<file path="config.mk">
export PLATFORM = sky130hd
export DESIGN_NAME = eh_pointer_encoding_decoder
export DESIGN_NICKNAME = d
export VERILOG_FILES = /design/src/rtl/core/ehpd_pkg.sv /design/src/rtl/core/eh_pointer_encoding_decoder.sv
export VERILOG_INCLUDE_DIRS = /design/src /design/src/rtl/core
export SDC_FILE = /design/constraint.sdc
export NUM_CORES = 1
export LEC_CHECK = 0
export BUFFER_PORTS_ARGS = -buffer_cell sky130_fd_sc_hd__buf_2
export CAP_MARGIN = 20
export CORE_AREA = 4 4 334 237
export CTS_CLUSTER_DIAMETER = 60
export DETAILED_ROUTE_END_ITERATION = 12
export DIE_AREA = 0 0 338 241
export PLACE_DENSITY = 0.62
export SYNTH_ARGS = -nofsm -noshare
export SYNTH_HDL_FRONTEND = slang
export SYNTH_SLANG_ARGS = --single-unit
</file>
<file path="constraint.sdc">
create_clock -name i_clk -period 15.9 [get_ports i_clk]
set_input_delay 0.795 -clock i_clk [delete_from_list [all_inputs] [get_ports i_clk]]
set_output_delay 0.795 -clock i_clk [all_outputs]
set_load 0.05 [all_outputs]
</file>
<file path="src/rtl/core/eh_pointer_encoding_decoder_macros.svh">
`ifndef EH_POINTER_ENCODING_DECODER_MACROS_SVH
`define EH_POINTER_ENCODING_DECODER_MACROS_SVH

// Same-cycle implication, checked outside reset.
`define EHPD_ASSERT_IMPL(label, clk, rst_n, ante, cons, msg) \
    label: assert property (@(posedge clk) disable iff (!rst_n) (ante) |-> (cons)) \
        else $error(msg);

// Next-cycle implication, checked outside reset.
`define EHPD_ASSERT_NEXT(label, clk, rst_n, ante, cons, msg) \
    label: assert property (@(posedge clk) disable iff (!rst_n) (ante) |=> (cons)) \
        else $error(msg);

`endif

</file>
<file path="src/rtl/core/ehpd_pkg.sv">
`timescale 1ns / 1ps
package ehpd_pkg;

    localparam int EHPD_ADDR_BITS = 64;
    localparam int WORD_W         = 64;

    // Value formats (low nibble of the encoding byte)
    localparam logic [3:0] FMT_ABS    = 4'h0;
    localparam logic [3:0] FMT_ULEB   = 4'h1;
    localparam logic [3:0] FMT_UDATA2 = 4'h2;
    localparam logic [3:0] FMT_UDATA4 = 4'h3;
    localparam logic [3:0] FMT_UDATA8 = 4'h4;
    localparam logic [3:0] FMT_SLEB   = 4'h9;
    localparam logic [3:0] FMT_SDATA2 = 4'hA;
    localparam logic [3:0] FMT_SDATA4 = 4'hB;
    localparam logic [3:0] FMT_SDATA8 = 4'hC;

    // Base modes (high nibble of the encoding byte)
    localparam logic [3:0] MODE_ABS   = 4'h0;
    localparam logic [3:0] MODE_PC    = 4'h1;
    localparam logic [3:0] MODE_TEXT  = 4'h2;
    localparam logic [3:0] MODE_DATA  = 4'h3;
    localparam logic [3:0] MODE_FUNC  = 4'h4;
    localparam logic [3:0] MODE_OMIT  = 4'hF;

    localparam logic [7:0] ENC_OMIT   = 8'hFF;

    localparam logic [1:0] ERR_NONE   = 2'd0;
    localparam logic [1:0] ERR_FORMAT = 2'd1;
    localparam logic [1:0] ERR_BASE   = 2'd2;

    localparam logic [1:0] REG_PTR64  = 2'd0;
    localparam logic [1:0] REG_TEXT   = 2'd1;
    localparam logic [1:0] REG_DATA   = 2'd2;

    typedef struct packed {
        logic [7:0]        data_byte;
        logic              is_encoding;
        logic [WORD_W-1:0] byte_address;
        logic [WORD_W-1:0] function_start;
    } t_in;

    typedef struct packed {
        logic [WORD_W-1:0] pointer_value;
        logic [WORD_W-1:0] raw_value;
        logic              value_was_signed;
        logic              omitted;
        logic [3:0]        relative_mode;
        logic [1:0]        error_code;
    } t_out;

endpackage

</file>
<file path="src/rtl/core/eh_pointer_encoding_decoder.sv">
`timescale 1ns / 1ps
// One byte is accepted per cycle, continuously, while the output side keeps up.
// A byte that completes a pointer (or an encoding byte that is omitted or in error)
// yields a result after the registered byte decode stage and then the registered base adder.
// Synchronous active-low reset empties both stages, clears the decode state to idle,
// selects eight-byte absolute pointers and sets both base registers to zero.
`include "eh_pointer_encoding_decoder_macros.svh"
module eh_pointer_encoding_decoder
    import ehpd_pkg::*;
#(
    parameter int ADDR_BITS = EHPD_ADDR_BITS
) (
    input  logic              i_clk,
    input  logic              i_rst_n,
    input  logic              i_in_valid,
    output logic              o_in_ready,
    input  t_in               i_in_data,
    output logic              o_out_valid,
    input  logic              i_out_ready,
    output t_out              o_out_data,
    input  logic              i_cfg_we,
    input  logic [1:0]        i_cfg_index,
    input  logic [WORD_W-1:0] i_cfg_data
);

    localparam logic [WORD_W-1:0] ADDR_MASK = {WORD_W{1'b1}} >> (WORD_W - ADDR_BITS);

    // configuration
    logic              r_ptr64;
    logic [WORD_W-1:0] r_text_base;
    logic [WORD_W-1:0] r_data_base;

    // decode state
    logic [7:0]        r_enc,        n_enc;
    logic [WORD_W-1:0] r_acc,        n_acc;
    logic [3:0]        r_cnt,        n_cnt;
    logic [6:0]        r_shift,      n_shift;
    logic              r_busy,       n_busy;
    logic [WORD_W-1:0] r_start_addr, n_start_addr;
    logic [WORD_W-1:0] r_fstart,     n_fstart;

    // first stage: raw value and base, waiting for the adder
    logic              r_s1_valid;
    logic [WORD_W-1:0] r_s1_raw,  n_s1_raw;
    logic [WORD_W-1:0] r_s1_base, n_s1_base;
    logic              r_s1_sgn,  n_s1_sgn;
    logic              r_s1_omit, n_s1_omit;
    logic [3:0]        r_s1_mode, n_s1_mode;
    logic [1:0]        r_s1_err,  n_s1_err;
    logic              n_res;

    logic              r_out_valid;
    t_out              r_out;

    logic              w_s2_load;
    logic              w_accept;

    logic [3:0]        w_fmt;
    logic [3:0]        w_mode;
    logic [3:0]        w_size;
    logic              w_leb;
    logic              w_sgn;
    logic              w_known;
    logic [3:0]        w_cnt_inc;
    logic [6:0]        w_shift_inc;

    assign w_s2_load  = r_s1_valid && (!r_out_valid || i_out_ready);
    assign o_in_ready = !r_s1_valid || w_s2_load;
    assign w_accept   = i_in_valid && o_in_ready;

    // The format is taken from the incoming byte for an encoding byte, else from
    // the stored encoding.
    assign w_fmt  = i_in_data.is_encoding ? i_in_data.data_byte[3:0] : r_enc[3:0];
    assign w_mode = i_in_data.is_encoding ? i_in_data.data_byte[7:4] : r_enc[7:4];
    assign w_sgn  = w_fmt[3];
    assign w_cnt_inc   = r_cnt + 4'd1;
    assign w_shift_inc = r_shift + 7'd7;

    always_comb begin
        w_size  = 4'd0;
        w_leb   = 1'b0;
        w_known = 1'b1;
        case (w_fmt)
            FMT_ABS:                 w_size = r_ptr64 ? 4'd8 : 4'd4;
            FMT_ULEB, FMT_SLEB:      w_leb  = 1'b1;
            FMT_UDATA2, FMT_SDATA2:  w_size = 4'd2;
            FMT_UDATA4, FMT_SDATA4:  w_size = 4'd4;
            FMT_UDATA8, FMT_SDATA8:  w_size = 4'd8;
            default:                 w_known = 1'b0;
        endcase
    end

    always_comb begin
        n_enc        = r_enc;
        n_acc        = r_acc;
        n_cnt        = r_cnt;
        n_shift      = r_shift;
        n_busy       = r_busy;
        n_start_addr = r_start_addr;
        n_fstart     = r_fstart;
        n_res        = 1'b0;
        n_s1_raw     = '0;
        n_s1_base    = '0;
        n_s1_sgn     = 1'b0;
        n_s1_omit    = 1'b0;
        n_s1_mode    = w_mode;
        n_s1_err     = ERR_NONE;

        if (i_in_data.is_encoding) begin
            n_busy   = 1'b0;
            n_enc    = i_in_data.data_byte;
            n_acc    = '0;
            n_cnt    = 4'd0;
            n_shift  = 7'd0;
            n_fstart = i_in_data.function_start;
            if (i_in_data.data_byte == ENC_OMIT) begin
                n_res     = 1'b1;
                n_s1_omit = 1'b1;
                n_s1_mode = MODE_OMIT;
            end else if (!w_known) begin
                n_res    = 1'b1;
                n_s1_err = ERR_FORMAT;
            end else if (w_mode > MODE_FUNC ||
                         (w_mode == MODE_FUNC && i_in_data.function_start == '0)) begin
                n_res    = 1'b1;
                n_s1_err = ERR_BASE;
            end else begin
                n_busy = 1'b1;
            end
        end else if (r_busy) begin
            if (r_cnt == 4'd0) begin
                n_start_addr = i_in_data.byte_address;
            end
            if (w_leb) begin
                // Bits that land beyond bit 63 are dropped by the shift.
                if (!r_shift[6]) begin
                    n_acc   = r_acc | ({57'd0, i_in_data.data_byte[6:0]} << r_shift[5:0]);
                    n_shift = w_shift_inc;
                end
                if (r_cnt != 4'd15) begin
                    n_cnt = w_cnt_inc;
                end
                if (!i_in_data.data_byte[7]) begin
                    n_res = 1'b1;
                    if (w_sgn && !n_shift[6] && i_in_data.data_byte[6]) begin
                        n_acc = n_acc | ({WORD_W{1'b1}} << n_shift[5:0]);
                    end
                end
            end else begin
                if (!r_cnt[3]) begin
                    n_acc = r_acc | ({56'd0, i_in_data.data_byte} << {r_cnt[2:0], 3'b000});
                end
                n_cnt = w_cnt_inc;
                if (w_cnt_inc >= w_size) begin
                    n_res = 1'b1;
                    if (w_sgn && w_size == 4'd2 && n_acc[15]) begin
                        n_acc[WORD_W-1:16] = '1;
                    end
                    if (w_sgn && w_size == 4'd4 && n_acc[31]) begin
                        n_acc[WORD_W-1:32] = '1;
                    end
                end
            end
            if (n_res) begin
                n_busy   = 1'b0;
                n_s1_raw = n_acc;
                n_s1_sgn = w_sgn;
                case (w_mode)
                    MODE_PC:   n_s1_base = n_start_addr;
                    MODE_TEXT: n_s1_base = r_text_base;
                    MODE_DATA: n_s1_base = r_data_base;
                    MODE_FUNC: n_s1_base = r_fstart;
                    default:   n_s1_base = '0;
                endcase
            end
        end
    end

    always_ff @(posedge i_clk) begin
        if (!i_rst_n) begin
            r_ptr64     <= 1'b1;
            r_text_base <= '0;
            r_data_base <= '0;
        end else if (i_cfg_we) begin
            case (i_cfg_index)
                REG_PTR64: r_ptr64     <= i_cfg_data[0];
                REG_TEXT:  r_text_base <= i_cfg_data;
                REG_DATA:  r_data_base <= i_cfg_data;
                default:   ;
            endcase
        end
    end

    always_ff @(posedge i_clk) begin
        if (!i_rst_n) begin
            r_enc        <= '0;
            r_acc        <= '0;
            r_cnt        <= '0;
            r_shift      <= '0;
            r_busy       <= 1'b0;
            r_start_addr <= '0;
            r_fstart     <= '0;
        end else if (w_accept) begin
            r_enc        <= n_enc;
            r_acc        <= n_acc;
            r_cnt        <= n_cnt;
            r_shift      <= n_shift;
            r_busy       <= n_busy;
            r_start_addr <= n_start_addr;
            r_fstart     <= n_fstart;
        end
    end

    always_ff @(posedge i_clk) begin
        if (!i_rst_n) begin
            r_s1_valid <= 1'b0;
        end else if (w_accept) begin
            r_s1_valid <= n_res;
        end else if (w_s2_load) begin
            r_s1_valid <= 1'b0;
        end
    end

    always_ff @(posedge i_clk) begin
        if (w_accept && n_res) begin
            r_s1_raw  <= n_s1_raw;
            r_s1_base <= n_s1_base;
            r_s1_sgn  <= n_s1_sgn;
            r_s1_omit <= n_s1_omit;
            r_s1_mode <= n_s1_mode;
            r_s1_err  <= n_s1_err;
        end
    end

    always_ff @(posedge i_clk) begin
        if (!i_rst_n) begin
            r_out_valid <= 1'b0;
        end else if (w_s2_load) begin
            r_out_valid <= 1'b1;
        end else if (i_out_ready) begin
            r_out_valid <= 1'b0;
        end
    end

    always_ff @(posedge i_clk) begin
        if (w_s2_load) begin
            r_out.pointer_value    <= (r_s1_base + r_s1_raw) & ADDR_MASK;
            r_out.raw_value        <= r_s1_raw;
            r_out.value_was_signed <= r_s1_sgn;
            r_out.omitted          <= r_s1_omit;
            r_out.relative_mode    <= r_s1_mode;
            r_out.error_code       <= r_s1_err;
        end
    end

    assign o_out_valid = r_out_valid;
    assign o_out_data  = r_out;

    `EHPD_ASSERT_NEXT(a_s1_holds, i_clk, i_rst_n,
        r_s1_valid && !w_s2_load, r_s1_valid,
        "decoded request lost while stalled")
    `EHPD_ASSERT_IMPL(a_omit_zero, i_clk, i_rst_n,
        o_out_valid && o_out_data.omitted,
        o_out_data.pointer_value == '0 && o_out_data.relative_mode == MODE_OMIT,
        "omitted pointer with non-zero fields")
    `EHPD_ASSERT_IMPL(a_err_zero, i_clk, i_rst_n,
        o_out_valid && o_out_data.error_code != ERR_NONE,
        o_out_data.raw_value == '0 && o_out_data.pointer_value == '0,
        "error result with non-zero value")
    `EHPD_ASSERT_NEXT(a_done_idle, i_clk, i_rst_n,
        w_accept && n_res, !r_busy && r_s1_valid,
        "decoder still busy after a result")

endmodule

</file>
==> qor.yml <==
gr-usage-all-layers: 0.2598
arrival_ps: 4490
synth_top_cell_by_area: "edfxtp_1"
drive_gt1_frac: 0.1503
grt_pass1_vias: 23720
grt_pass1_wl_um: 158800
syn-cell-area_um2: 30210
total_power_mw: 3.804
worst_slew_pin_slew_ps: 1279
start_util: 0.3961
rsz0062_at_grt: "no"
num-nets-final: 3870
post_cts_buffers: 0
grt_max_degree: 133
finalHoldViolCount: 0
fin_setup_tns_ps: 0
ys_ff_latch: 615
r2r_end: "o_out_data[125]"
cts_inserted_buffers: 68
setup_violations: 0
htree_levels: 3
vias_per_cell: 5.665
cp.depth: 8
fin_ws_ps: 11650
cp-end-kind: "flop"
cts-root-buf: "clkbuf_16"
die_w_um: 338
synthToLayoutAreaGrowth_pct: 15.94
cts_tree: "done"
hold_buffers: 0
gr-total-overflow: 0
seq_area_frac_synth: 0.4977
clkTransAtPathRegs_ps: 60
yosys_warnings: 0
yosys_most_used_dff: "dfxtp_1"
syn_nets: 3637
worst-endpoint-required_ps: 16140
reg2reg_depth: 9
drt_iter0_drc: 3061
hpwl_um: 75270
worstPathCellList: "buf_2 -> nor4_1 -> nand4_1 -> nor4_1 -> o21ai_0 -> nand2_1 -> a21boi_4 -> buf_12"
synth_top_area_share: 0.2704
startpoint: "i_in_data[63]"
crit_fanout: 132
period_share: 0.2675
antenna_found_initial: 9
slowest_stage: "nor4_1"
routed_wire_length_per_instance_um: 23.57
io_pins: 346
vdd_ir_drop_max_v: 0.00006661
drv_cap: 0
cts_resized: 0
final_cell_mix: "nand2_1, buf_2, dfxtp_1"
crit_family: "simple AND/OR/NAND/NOR gates"
synthArstFlopShare: 0
fillers: 7374
die_area_um2: 81460
crit_end: "r_s1_raw[58]"
syn_inst: 3359
ctsLongestPathBuffers: 3
slew_viol_final: 0
finalCriticalPeriod_ps: 4253
fmax_mhz: 235.1
fp-row-count: 85
chipHeight_um: 241
status: "complete, no violations"
clock_latency_ps: 630
critPathLaunchType: "input port"
worst_clock_skew_ps: 26.23
crit_path_max_incr_delay_ps: 1070
hp-class: "flop to flop"
total_leakage_power_nw: 12.96
cellPowerDensity_nw_per_um2: 108.6
drt_pass1_iterations: 5
syn_avg_cell_area_um2: 8.992
r2r_slack_ps: 11750
dp_slack_ps: 11000
wl_um: 109600
vias: 26340
ant_nets: 0
synth-edff-count: 272
gp_congestion: 0.9822
drcViolationCount: 0
crit_top_cell: "nor4_1"
synthTopCellsByArea: "edfxtp_1, dfxtp_1, nand2_1"
synth_cell_types: 84
r2r_start: "r_s1_base[20]"
crit_buf_inv: 2
coreArea_um2: 76250
layout_commonest_cell: "nand2_1"
setup.worst_path.class: "input port to flop"
relSlewSlack: 0.1392
clock_sinks: 615
portBuffers: 345
per-stage QoR:
step	cell area (um^2)	hold WS (ps)	cells	util
6_report	35020	417.5	4649	0.4593
5_1_grt	35020	416.6	4649	0.4593
4_1_cts	35000	394.0	4645	0.4589
3_5_place_dp	32790	404.5	4520	0.4300
3_3_place_gp	32790	428.2	4520	0.4300
2_1_floorplan	30210	400.3	3359	-
worst min path at each step:
stage | endpoint | depth (start not counted) | start | slack, ps
floorplan | o_out_data[0] | 0 | r_s1_err[0] | 400
global placement | o_out_data[0] | 0 | r_s1_err[0] | 430
detailed placement | o_out_data[3] | 0 | r_s1_mode[1] | 400
CTS | r_text_base[13] | 3 | i_cfg_data[13] | 390
global route | r_fstart[7] | 3 | i_in_data[7] | 420
finish | o_out_data[3] | 0 | r_s1_mode[1] | 420
cell usage after synthesis (all sizes together) (5+ instances only):
cell     number
nand2       828
dfxtp       343
a21oi       319
edfxtp      272
a21boi      267
clkbuf      195
nor2        173
o21ai       127
a22oi       103
ha           69
and2         56
mux2i        53
nand3        52
a21o         48
xnor2        37
xor2         36
nor2b        34
inv          32
nor3         31
buf          29
nor3b        24
o22ai        22
nor4         21
nand4        18
a211oi       16
a31oi        16
o21a         13
nand2b       11
o211ai       11
a221oi       10
and3         10
o21bai        8
o2111ai       5
o31ai         5
report_power, final:
| part | leakage (nW) | internal [mW] | switching [mW] |
|---|---|---|---|
| clock network | 1.09 | 0.896 | 0.687 |
| logic | 6.52 | 0.138 | 0.332 |
| registers | 5.35 | 1.71 | 0.0383 |
| total | 13.0 | 2.75 | 1.06 |
registers in the layout (all words and copies together), names as in the netlist, 7 cells and up:
| name | flops |
|---|---|
| r_fstart | 64 |
| r_text_base | 64 |
| r_acc | 64 |
| r_shift | 7 |
| o_out_data | 136 |
| r_start_addr | 64 |
| r_enc | 8 |
| r_data_base | 64 |
| r_s1_base | 64 |
| r_s1_raw | 64 |
cell families after synthesis:
kind of cell             synth area share
buffers and inverters             0.03281
AND/OR/NAND/NOR                    0.1808
adder cells (fa/ha/maj)           0.02924
AO/OA/AOI/OAI                      0.2190
flip-flops                         0.4977
XOR/XNOR                          0.02142
multiplexers                      0.01905
layer usage:
metal  share of wire  track usage  vias up
met1            0.47       0.3978    12740
met2            0.42       0.3749     1082
met4           0.026      0.07046        4
met3           0.079      0.04624      148
met5         0.00021            0        -
li1                -            -    12360
cell type report:
type / count / area, um^2 / area share
inverter: 32 / 120.1 / 0.003430
antenna: 2 / 5.005 / 0.0001429
multi-input combinational: 2488 / 14340 / 0.4095
clock inverter: 40 / 335.3 / 0.009575
clock buffer: 85 / 1869 / 0.05338
sequential: 615 / 15030 / 0.4293
tap: 1000 / 1251 / 0.03573
timing repair buffer: 387 / 2066 / 0.05899
Note: power is estimated with default switching activity, not from simulation.
